### src/design/urs_pkg.sv
`timescale 1ns / 1ps
// Shared constants and types of the unique random sequence generator.
package urs_pkg;

    localparam int unsigned WORD_W = 32;

    // Prime 2^32 - 5 and its floor half
    localparam logic [WORD_W-1:0] QR_PRIME     = 32'hFFFF_FFFB;
    localparam logic [WORD_W-1:0] QR_HALF      = 32'h7FFF_FFFD;

    localparam logic [WORD_W-1:0] SEED_POS_ADD = 32'h682F_0161;
    localparam logic [WORD_W-1:0] SEED_OFF_ADD = 32'h4679_0905;
    localparam logic [WORD_W-1:0] OUT_XOR      = 32'h5BF0_3635;

    // Configuration register indexes
    localparam int unsigned CFG_IDX_W = 1;
    localparam logic [CFG_IDX_W-1:0] CFG_SEED_BASE   = 1'b0;
    localparam logic [CFG_IDX_W-1:0] CFG_SEED_OFFSET = 1'b1;

    // Sequencer to permutation unit
    typedef struct packed {
        logic              start;
        logic [WORD_W-1:0] operand;
    } qr_req_t;

    // Permutation unit to sequencer
    typedef struct packed {
        logic              busy;
        logic              done;
        logic [WORD_W-1:0] result;
    } qr_rsp_t;

endpackage

### src/design/urs_if.sv
`timescale 1ns / 1ps
// Valid/ready channel interfaces for request and value items.

interface urs_in_if;
    logic valid;
    logic ready;
    logic restart;

    modport source (output valid, output restart, input ready);
    modport sink   (input valid, input restart, output ready);
endinterface

interface urs_out_if;
    logic                       valid;
    logic                       ready;
    logic [urs_pkg::WORD_W-1:0] value;

    modport source (output valid, output value, input ready);
    modport sink   (input valid, input value, output ready);
endinterface

### src/design/urs_qr_unit.sv
`timescale 1ns / 1ps
// Shared quadratic-residue permutation unit: square, two folds, final reduce.
module urs_qr_unit
(
    input  logic             clk,
    input  logic             rst_n,
    input  urs_pkg::qr_req_t req,
    output urs_pkg::qr_rsp_t rsp
);

    typedef enum logic [4:0] {
        Q_IDLE  = 5'b00001,
        Q_MUL   = 5'b00010,
        Q_FOLD1 = 5'b00100,
        Q_FOLD2 = 5'b01000,
        Q_FIN   = 5'b10000
    } qr_state_t;

    qr_state_t   state_reg, state_next;
    logic [31:0] x_reg;
    logic [63:0] prod_reg;
    logic [34:0] fold1_reg, fold1_next;
    logic [32:0] fold2_reg, fold2_next;
    logic [31:0] result_reg, result_next;
    logic        done_reg;
    logic [31:0] reduced;

    // 2^32 == 5 (mod p): fold the high word back in twice
    assign fold1_next = {1'b0, prod_reg[63:32], 2'b00} + {3'b000, prod_reg[63:32]}
                      + {3'b000, prod_reg[31:0]};
    assign fold2_next = {28'd0, fold1_reg[34:32], 2'b00} + {30'd0, fold1_reg[34:32]}
                      + {1'b0, fold1_reg[31:0]};

    // fold2 < 2p, one subtract finishes the reduction
    assign reduced = (fold2_reg >= {1'b0, urs_pkg::QR_PRIME})
                   ? 32'(fold2_reg - {1'b0, urs_pkg::QR_PRIME}) : fold2_reg[31:0];

    always_comb
    begin
        if (x_reg >= urs_pkg::QR_PRIME)
        begin
            result_next = x_reg;
        end
        else if (x_reg <= urs_pkg::QR_HALF)
        begin
            result_next = reduced;
        end
        else
        begin
            result_next = urs_pkg::QR_PRIME - reduced;
        end
    end

    always_comb
    begin
        state_next = state_reg;
        unique case (state_reg)
            Q_IDLE:  if (req.start) state_next = Q_MUL;
            Q_MUL:   state_next = Q_FOLD1;
            Q_FOLD1: state_next = Q_FOLD2;
            Q_FOLD2: state_next = Q_FIN;
            Q_FIN:   state_next = Q_IDLE;
            default: state_next = Q_IDLE;
        endcase
    end

    always_ff @(posedge clk or negedge rst_n)
    begin
        if (!rst_n)
        begin
            state_reg <= Q_IDLE;
            done_reg  <= 1'b0;
        end
        else
        begin
            state_reg <= state_next;
            done_reg  <= (state_reg == Q_FIN);
        end
    end

    always_ff @(posedge clk)
    begin
        if (state_reg == Q_IDLE && req.start)
        begin
            x_reg <= req.operand;
        end
        if (state_reg == Q_MUL)
        begin
            prod_reg <= x_reg * x_reg;
        end
        if (state_reg == Q_FOLD1)
        begin
            fold1_reg <= fold1_next;
        end
        if (state_reg == Q_FOLD2)
        begin
            fold2_reg <= fold2_next;
        end
        if (state_reg == Q_FIN)
        begin
            result_reg <= result_next;
        end
    end

    assign rsp.busy   = (state_reg != Q_IDLE);
    assign rsp.done   = done_reg;
    assign rsp.result = result_reg;

endmodule

### src/design/unique_random_sequence_generator_unit.sv
`timescale 1ns / 1ps
// Top level of the unique random sequence generator.
//
// Each request item on in_ch yields one 32-bit value item on out_ch; over 2^32
// requests the values never repeat. The core is the permutation Q(x) = x*x mod p
// (or p minus that for x above p/2, and x itself for x >= p), p = 2^32 - 5.
// A value is Q((Q(position) + mix_offset) ^ 0x5bf03635), after which position
// steps by one with wrap. On the first request after reset, or any request with
// restart set, position and mix_offset are first rederived from the seed_base and
// seed_offset registers, which costs four more permutations. All permutations
// run one after another through a single shared unit (one 32x32 multiplier,
// two modular folds, a final reduce). in_ch.ready is low while an item is in
// work; a finished value sits in an output register, so a new request is
// taken while it waits for out_ch.ready. Seed writes take effect at the next
// reseed.
module unique_random_sequence_generator_unit
(
    input  logic                          clk,
    input  logic                          rst_n,
    input  logic                          cfg_we,
    input  logic [urs_pkg::CFG_IDX_W-1:0] cfg_index,
    input  logic [urs_pkg::WORD_W-1:0]    cfg_wdata,
    urs_in_if.sink                        in_ch,
    urs_out_if.source                     out_ch
);

    // Sequencer steps: SB/SO derive position/offset, POS and OUT make the value
    typedef enum logic [7:0] {
        S_IDLE = 8'b0000_0001,
        S_SB1  = 8'b0000_0010,
        S_SB2  = 8'b0000_0100,
        S_SO1  = 8'b0000_1000,
        S_SO2  = 8'b0001_0000,
        S_POS  = 8'b0010_0000,
        S_OUT  = 8'b0100_0000,
        S_HOLD = 8'b1000_0000
    } seq_state_t;

    seq_state_t                 state_reg, state_next;
    logic [urs_pkg::WORD_W-1:0] seed_base_reg;
    logic [urs_pkg::WORD_W-1:0] seed_offset_reg;
    logic [urs_pkg::WORD_W-1:0] position_reg, position_next;
    logic [urs_pkg::WORD_W-1:0] mix_reg, mix_next;
    logic                       seeded_reg, seeded_next;
    logic                       out_valid_reg, out_valid_next;
    logic [urs_pkg::WORD_W-1:0] value_reg;

    urs_pkg::qr_req_t           qr_req;
    urs_pkg::qr_rsp_t           qr_rsp;

    logic                       accept;
    logic                       out_free;
    logic                       load_out;

    urs_qr_unit u_qr
    (
        .clk   (clk),
        .rst_n (rst_n),
        .req   (qr_req),
        .rsp   (qr_rsp)
    );

    assign in_ch.ready  = (state_reg == S_IDLE);
    assign accept       = in_ch.valid && in_ch.ready;
    assign out_free     = !out_valid_reg || out_ch.ready;
    assign out_ch.valid = out_valid_reg;
    assign out_ch.value = value_reg;

    // Steps SB1 to POS launch the next permutation in the cycle the previous one is done
    always_comb
    begin
        state_next     = state_reg;
        position_next  = position_reg;
        mix_next       = mix_reg;
        seeded_next    = seeded_reg;
        load_out       = 1'b0;
        qr_req.start   = 1'b0;
        qr_req.operand = position_reg;

        unique case (state_reg)
            S_IDLE:
            begin
                if (accept)
                begin
                    qr_req.start = 1'b1;
                    if (!seeded_reg || in_ch.restart)
                    begin
                        qr_req.operand = seed_base_reg;
                        seeded_next    = 1'b1;
                        state_next     = S_SB1;
                    end
                    else
                    begin
                        qr_req.operand = position_reg;
                        state_next     = S_POS;
                    end
                end
            end
            S_SB1:
            begin
                if (qr_rsp.done)
                begin
                    qr_req.start   = 1'b1;
                    qr_req.operand = qr_rsp.result + urs_pkg::SEED_POS_ADD;
                    state_next     = S_SB2;
                end
            end
            S_SB2:
            begin
                if (qr_rsp.done)
                begin
                    position_next  = qr_rsp.result;
                    qr_req.start   = 1'b1;
                    qr_req.operand = seed_offset_reg;
                    state_next     = S_SO1;
                end
            end
            S_SO1:
            begin
                if (qr_rsp.done)
                begin
                    qr_req.start   = 1'b1;
                    qr_req.operand = qr_rsp.result + urs_pkg::SEED_OFF_ADD;
                    state_next     = S_SO2;
                end
            end
            S_SO2:
            begin
                if (qr_rsp.done)
                begin
                    mix_next       = qr_rsp.result;
                    qr_req.start   = 1'b1;
                    qr_req.operand = position_reg;
                    state_next     = S_POS;
                end
            end
            S_POS:
            begin
                if (qr_rsp.done)
                begin
                    qr_req.start   = 1'b1;
                    qr_req.operand = (qr_rsp.result + mix_reg) ^ urs_pkg::OUT_XOR;
                    state_next     = S_OUT;
                end
            end
            S_OUT:
            begin
                if (qr_rsp.done)
                begin
                    position_next = position_reg + 32'd1;
                    if (out_free)
                    begin
                        load_out   = 1'b1;
                        state_next = S_IDLE;
                    end
                    else
                    begin
                        state_next = S_HOLD;
                    end
                end
            end
            S_HOLD:
            begin
                // unit result stays put until the next start
                if (out_free)
                begin
                    load_out   = 1'b1;
                    state_next = S_IDLE;
                end
            end
            default:
            begin
                state_next = S_IDLE;
            end
        endcase
    end

    always_comb
    begin
        if (load_out)
        begin
            out_valid_next = 1'b1;
        end
        else if (out_ch.ready)
        begin
            out_valid_next = 1'b0;
        end
        else
        begin
            out_valid_next = out_valid_reg;
        end
    end

    always_ff @(posedge clk or negedge rst_n)
    begin
        if (!rst_n)
        begin
            state_reg       <= S_IDLE;
            seed_base_reg   <= '0;
            seed_offset_reg <= '0;
            position_reg    <= '0;
            mix_reg         <= '0;
            seeded_reg      <= 1'b0;
            out_valid_reg   <= 1'b0;
        end
        else
        begin
            state_reg     <= state_next;
            position_reg  <= position_next;
            mix_reg       <= mix_next;
            seeded_reg    <= seeded_next;
            out_valid_reg <= out_valid_next;
            if (cfg_we)
            begin
                unique case (cfg_index)
                    urs_pkg::CFG_SEED_BASE:   seed_base_reg   <= cfg_wdata;
                    urs_pkg::CFG_SEED_OFFSET: seed_offset_reg <= cfg_wdata;
                    default:                  ;
                endcase
            end
        end
    end

    always_ff @(posedge clk)
    begin
        if (load_out)
        begin
            value_reg <= qr_rsp.result;
        end
    end

    // The shared unit is only started when it is free
    a_start_when_free: assert property (@(posedge clk) disable iff (!rst_n)
        qr_req.start |-> !qr_rsp.busy)
        else $error("permutation unit started while busy");

    // A value appears only at the end of the final permutation
    a_out_from_final: assert property (@(posedge clk) disable iff (!rst_n)
        $rose(out_valid_reg) |-> $past(state_reg == S_OUT || state_reg == S_HOLD))
        else $error("output valid without a finished value");

    // Once seeded, stays seeded until reset
    a_seeded_sticks: assert property (@(posedge clk) disable iff (!rst_n)
        seeded_reg |=> seeded_reg)
        else $error("seeded flag dropped");

    // Unit completions only arrive while an item is in work
    a_done_in_work: assert property (@(posedge clk) disable iff (!rst_n)
        qr_rsp.done |-> (state_reg != S_IDLE && state_reg != S_HOLD))
        else $error("permutation done with no item in work");

endmodule

### src/flat_wrapper.sv
// flat-port wrapper written by rule: the top's interface ports become plain ports
module unique_random_sequence_generator_unit_flat 
  (clk, rst_n, cfg_we, cfg_index, cfg_wdata, in_ch_valid, in_ch_restart, in_ch_ready, out_ch_valid, out_ch_value, out_ch_ready);
  urs_in_if in_ch_i ();
  urs_out_if out_ch_i ();
  input  logic clk;
  input  logic rst_n;
  input  logic cfg_we;
  input  logic [urs_pkg::CFG_IDX_W-1:0] cfg_index;
  input  logic [urs_pkg::WORD_W-1:0] cfg_wdata;
  input wire logic [$bits(in_ch_i.valid)-1:0] in_ch_valid;
  input wire logic [$bits(in_ch_i.restart)-1:0] in_ch_restart;
  output wire logic [$bits(in_ch_i.ready)-1:0] in_ch_ready;
  output wire logic [$bits(out_ch_i.valid)-1:0] out_ch_valid;
  output wire logic [$bits(out_ch_i.value)-1:0] out_ch_value;
  input wire logic [$bits(out_ch_i.ready)-1:0] out_ch_ready;
  assign in_ch_i.valid = in_ch_valid;
  assign in_ch_i.restart = in_ch_restart;
  assign in_ch_ready = in_ch_i.ready;
  assign out_ch_valid = out_ch_i.valid;
  assign out_ch_value = out_ch_i.value;
  assign out_ch_i.ready = out_ch_ready;
  unique_random_sequence_generator_unit u_core (.clk(clk), .rst_n(rst_n), .cfg_we(cfg_we), .cfg_index(cfg_index), .cfg_wdata(cfg_wdata), .in_ch(in_ch_i), .out_ch(out_ch_i));
endmodule
### config.mk
export PLATFORM = sky130hd
export DESIGN_NAME = unique_random_sequence_generator_unit_flat
export DESIGN_NICKNAME = d
export VERILOG_FILES = /design/src/design/urs_pkg.sv /design/src/design/urs_if.sv /design/src/design/urs_qr_unit.sv /design/src/design/unique_random_sequence_generator_unit.sv /design/src/flat_wrapper.sv
export SDC_FILE = /design/constraint.sdc
export NUM_CORES = 2
export LEC_CHECK = 0
export ABC_AREA = 1
export BUFFER_PORTS_ARGS = -buffer_cell sky130_fd_sc_hd__buf_2
export CORE_MARGIN = 5
export CORE_UTILIZATION = 33
export CTS_CLUSTER_SIZE = 8
export DETAILED_ROUTE_END_ITERATION = 6
export PLACE_DENSITY = 0.58
export SLEW_MARGIN = 20
export SYNTH_ARGS = -nofsm -noshare
export SYNTH_HDL_FRONTEND = slang
export SYNTH_SLANG_ARGS = --single-unit
export TNS_END_PERCENT = 20
### constraint.sdc
create_clock -name clk -period 11.76 [get_ports clk]
set_input_delay 0.588 -clock clk [delete_from_list [all_inputs] [get_ports clk]]
set_output_delay 0.588 -clock clk [all_outputs]
set_load 0.05 [all_outputs]
# Yosys cells after proc, flatten, opt, wreduce, memory -nomap -nowiden

Index checks and enable logic that the tools add are counted.

Input port bits: 39
Output and inout bits: 34
Word-level logic and storage cells: 99
Bits in registers: 372

$add $sub $neg: 10
Mux-type cells: 32
Bitwise operators: 2
Reduce and logical (&&, ||, !) cells: 14
$lt $le $gt $ge: 3
Equality and inequality tests: 22
$mul: 1

Operator list:

| kind                                                              | count |
|---|---|
| 2-to-1 mux 33 bit                                                 | 6 |
| one-hot mux 33 bit (6 select lines)                               | 1 |
| 2-to-1 mux 32 bit                                                 | 6 |
| 2-to-1 mux 8 bit                                                  | 9 |
| adder 32 x 31 -> 32 bit (second input constant)                   | 2 |
| multiplier 32 x 32 -> 64 bit                                      | 1 |
| one-hot mux 32 bit (2 select lines)                               | 1 |
| one-hot mux 8 bit (8 select lines)                                | 1 |
| adder 34 x 32 -> 35 bit                                           | 1 |
| adder 35 x 32 -> 35 bit                                           | 1 |
| adder 6 x 32 -> 33 bit                                            | 1 |
| >= comparator 33 x 32 -> 1 bit (second input constant)            | 1 |
| adder 32 x 1 -> 32 bit (second input constant)                    | 1 |
| adder 32 bit                                                      | 1 |
| >= comparator 32 bit (second input constant)                      | 1 |
| less-or-equal comparator 32 x 31 -> 1 bit (second input constant) | 1 |
| subtractor 32 bit (first input constant)                          | 1 |
| subtractor 32 bit (second input constant)                         | 1 |
| one-hot mux 5 bit (4 select lines)                                | 1 |
| NOT 17 bit                                                        | 1 |
| != test 2 bit (second input constant)                             | 8 |
| == test 8 x 1 -> 1 bit (second input constant)                    | 1 |
| == test 8 x 2 -> 1 bit (second input constant)                    | 1 |
| == test 8 x 3 -> 1 bit (second input constant)                    | 1 |
| 24 further kinds                                                  | 34 |

# Depth between registers and ports, before layout

Depth after elaboration: 7
Mapped depth: 32
Mapped depth without buffers: 30

# By module

Synthesis repeated with hierarchy kept, for this count alone.

Cells, all modules: 7,263
Area, all modules: 56,802.0 µm²

Modules (own cells, without submodules):

| module                                | cells an instance | instances | area an instance (µm²) | sequential area each (µm²) |
|---|---|---|---|---|
| urs_qr_unit                           | 4,890             | 1         | 42,233.0               | 6,007.0 |
| unique_random_sequence_generator_unit | 2,373             | 1         | 14,569.0               | 4,415.5 |

# Worst setup path after synthesis

OpenSTA, ideal clock, no wires.

Path kind: register -> register
From: register u_core.u_qr.state_reg[2]
To: register u_core.u_qr.prod_reg[0], enable pin
Clock period less this slack: 7.243 ns
Data arrival time: 6.600 ns
Data required time: 11.118 ns
Slack: 4.517 ns
Path buffers: 0
Cell stages (with the launch flop): 4
Library setup time: 0.642 ns
Path through: dfrtp_1 -> nor2_1 -> inv_1 -> nor4_1

Cells in the longest elaborated chain, start to end: 1

Ends and longest elaborated chain:

| what                   | RTL line          | text |
|---|---|---|
| from (decl)            | urs_qr_unit.sv:19 | `qr_state_t state_reg, state_next;` |
| from (signal assigned) | urs_qr_unit.sv:76 | `state_reg <= state_next;` |
| == test 5 x 2 -> 1 bit | urs_qr_unit.sv:87 | `if (state_reg == Q_MUL)` |
| to (signal assigned)   | urs_qr_unit.sv:89 | `prod_reg <= x_reg * x_reg;` |
| to (decl)              | urs_qr_unit.sv:21 | `logic [63:0] prod_reg;` |

No other way between the ends.
A chain may end at the register's enable or synchronous reset.

# Final worst setup path

From: register u_core.u_qr.x_reg[16]
To: register u_core.u_qr.prod_reg[56] (data pin)

Cells in the longest elaborated chain, start to end: 1

Ends and longest elaborated chain:

| what                         | RTL line          | text |
|---|---|---|
| from (decl)                  | urs_qr_unit.sv:20 | `logic [31:0] x_reg;` |
| from (signal assigned)       | urs_qr_unit.sv:85 | `x_reg <= req.operand;` |
| multiplier 32 x 32 -> 64 bit | urs_qr_unit.sv:89 |  |

No other way between the ends.

==> flow_summary.yaml <==
route:
  detail-route-antenna-nets: 0
  dr.pass1.iters: 6
  drc: 0
  drt-wirelength-per-cell_um: 19.4
  initialDrtViolationCount: 2887
  viasPerCell: 4.94
  wirelength_mm: 172
  vias: 43800
clock_network:
  post_cts_resized: 0
  insertion_delay_ps: 640
  clk_pin_slew_worst_paths_ps: 60
  clock-sinks: 371
  htreeDepth: 2
  clockBufferDepth: 3
  cts_tree: "built"
  cts_buffers: 54
  hold_buffers: 0
  postCtsSetupRepairBufs: 0
  cts_root_buf: "clkbuf_16"
timing:
  drv_slew: 0
  hold_viol: 0
  finalSetupTns_ps: 0
  setup_viol: 0
  period_share_pct: 66.6
  worst_slew_pin_slew_ps: 1170
  rsz0062_at_grt: "no"
  period_needed_ps: 7830
  slew_headroom_pct: 20.8
  finalClockSkew_ps: 48.8
  max_freq_ghz: 0.128
die:
  core_region_area_um2: 164000
  core.rowCount: 149
  initial_core_util_pct: 33.1
  dieArea_um2: 173000
  fp.dieW_um: 416
  ioPinCount: 73
  die_h_um: 416
grt:
  grt_max_degree: 91
  antenna_found_initial: 5
  grt_pass1_wl_mm: 268
  grt.total_usage_pct: 19.8
  gr-total-overflow: 0
  grt_pass1_vias: 45900
layout:
  synthToLayoutAreaGrowth_pct: 8.26
  largest_register_ffs: 63
  layout.nets: 7887
  drive_above_1_share_pct: 4.19
  antenna_cells: 0
min_path:
  hp-class: "in -> async"
setup_path:
  setup.worst_path.end_class: "register"
  arrival_ps: 8200
  reg2regPathDepth: 27
  crit_required_ps: 12130
  cp-start-kind: "register"
  crit_type: "reg -> reg"
  timing.rr.start: "u_core.u_qr.x_reg[16]$_DFFE_PP_"
  worst_r2r_endpoint: "u_core.u_qr.prod_reg[56]$_DFFE_PP_"
  crit_fanout: 32
  reg2reg_slack_ps: 3930
place:
  hpwl_mm: 139
  place.gp.congestion: 0.993
  portBuffers: 72
yosys:
  syn-instance-count: 6652
  yosysWarnings: 0
  yosysTopAreaCellShare_pct: 30.4
  synthArstFlopShare_pct: 38.8
  synth_area_um2: 54300
  ys_seq_elements: 371
  synth_compound_area_share_pct: 8.87
  synth_cell_types: 65
  synth.top_cells.by_count: "1582 x inv_1, 1337 x nand2_1, 825 x fa_1, 433 x nor2_1, 378 x ha_1"
  synth_edf_count: 227
  postSynthAreaPerCell_um2: 8.17
  synth_top_family_by_area: "adder cells"
  syn_nets: 7894
  synth-adder-area-share_pct: 39.1
  synthSimpleGateAreaFrac_pct: 16.7
  muxShareOfSynthArea_pct: 0.0392
  synthFlopType: "edfxtp_1"
  synth_area_leaders: "fa_1 30%, edfxtp_1 13%, inv_1 11%"
  synth_xor_area_share_pct: 3.63
  synth_largest_area_cell: "fa_1"
  yosysSeqAreaShare_pct: 19.2
  yosysMostFrequentCell: "inv_1"
status:
  status: "finished, final reports clean"
flow_run:
  drv_cap: 0
worst max-delay path by stage:
stage	slack (ps)	from	cells after the start	to
finish	3930	u_core.u_qr.x_reg[16]$_DFFE_PP_	27	u_core.u_qr.prod_reg[56]$_DFFE_PP_
global route	3590	u_core.u_qr.x_reg[16]$_DFFE_PP_	27	u_core.u_qr.prod_reg[56]$_DFFE_PP_
CTS	3950	u_core.u_qr.x_reg[16]$_DFFE_PP_	27	u_core.u_qr.prod_reg[56]$_DFFE_PP_
detailed placement	3950	u_core.u_qr.x_reg[16]$_DFFE_PP_	27	u_core.u_qr.prod_reg[56]$_DFFE_PP_
global placement	3900	u_core.u_qr.x_reg[16]$_DFFE_PP_	27	u_core.u_qr.prod_reg[56]$_DFFE_PP_
floorplan	4520	u_core.u_qr.state_reg[2]$_DFFE_PN0P_	3	u_core.u_qr.prod_reg[0]$_DFFE_PP_
routing by layer:
| layer | vias to the layer above | GRT usage [%] | share of wire (%) |
|---|---|---|---|
| met5 | - | 0 | 0.0058 |
| met4 | 2 | 8.93 | 5.2 |
| met3 | 361 | 2.45 | 5.5 |
| met2 | 1393 | 33.8 | 49 |
| met1 | 21600 | 25.1 | 41 |
| li1 | 20400 | - | - |
through the flow:
| step | instances | cell area (um^2) | worst slack (ps) | util, % | hold WS, ps |
|---|---|---|---|---|---|
| 6_report | 8866 | 58800 | 3930 | 35.8 | 52.3 |
| 2_1_floorplan | 6652 | 54300 | 4520 | - | 292 |
| 4_1_cts | 8865 | 58800 | 3950 | 35.8 | 67.9 |
| 5_1_grt | 8866 | 58800 | 3590 | 35.8 | 112 |
| 3_5_place_dp | 8777 | 57200 | 3950 | 34.8 | 445 |
| 3_3_place_gp | 8777 | 57200 | 3900 | 34.8 | 435 |
worst max-delay path: stages, from the launching register on:
cell and delay [ps]:
edfxtp_1 340, buf_4 470, nand2_1 280, inv_1 170, fa_1 440, fa_1 530
inv_1 50, fa_1 460, fa_1 550, inv_1 60, fa_1 550, fa_1 430
fa_1 530, inv_1 60, fa_1 470, inv_1 40, ha_1 340, nand2_1 140
nor2_1 170, inv_1 90, nor3_1 130, inv_1 70, nor3_1 300, nand3_1 170
nand3_1 280, a21o_1 200, a21oi_1 80, xnor2_1 160
final cells by class:
type	instances	area (um^2)
Multi-Input combinational cell	4492	37200
Tap cell	2189	2740
Sequential cell	371	10400
Fill cell	17100	105000
Inverter	1590	5970
Clock inverter	8	165
Timing Repair Buffer	136	867
Clock buffer	80	1450
logic make-up (layout without fill, tap and decap cells):
logic type      Yosys count  count (layout)
simple gates           2197            2197
buf+inv                1789            1814
fa+ha+maj              1203            1203
compound gates          865             865
flops                   371             371
xor+xnor                225             225
mux                       2               2
layout by cell type, fill, tap and decap left out, types with 66 or more instances in the layout:
master    count
nand4_1      76
dfrtp_1     141
ha_1        378
fa_1        825
xor2_1      162
o21ai_0     374
inv_1      1581
nand3_1     200
nor3_1       66
edfxtp_1    227
buf_2        71
a21oi_1     292
nor2_1      430
nand2_1    1334
Power is not shown: default switching activity piles up to over one toggle a cycle in this logic, so the estimate is an artifact.
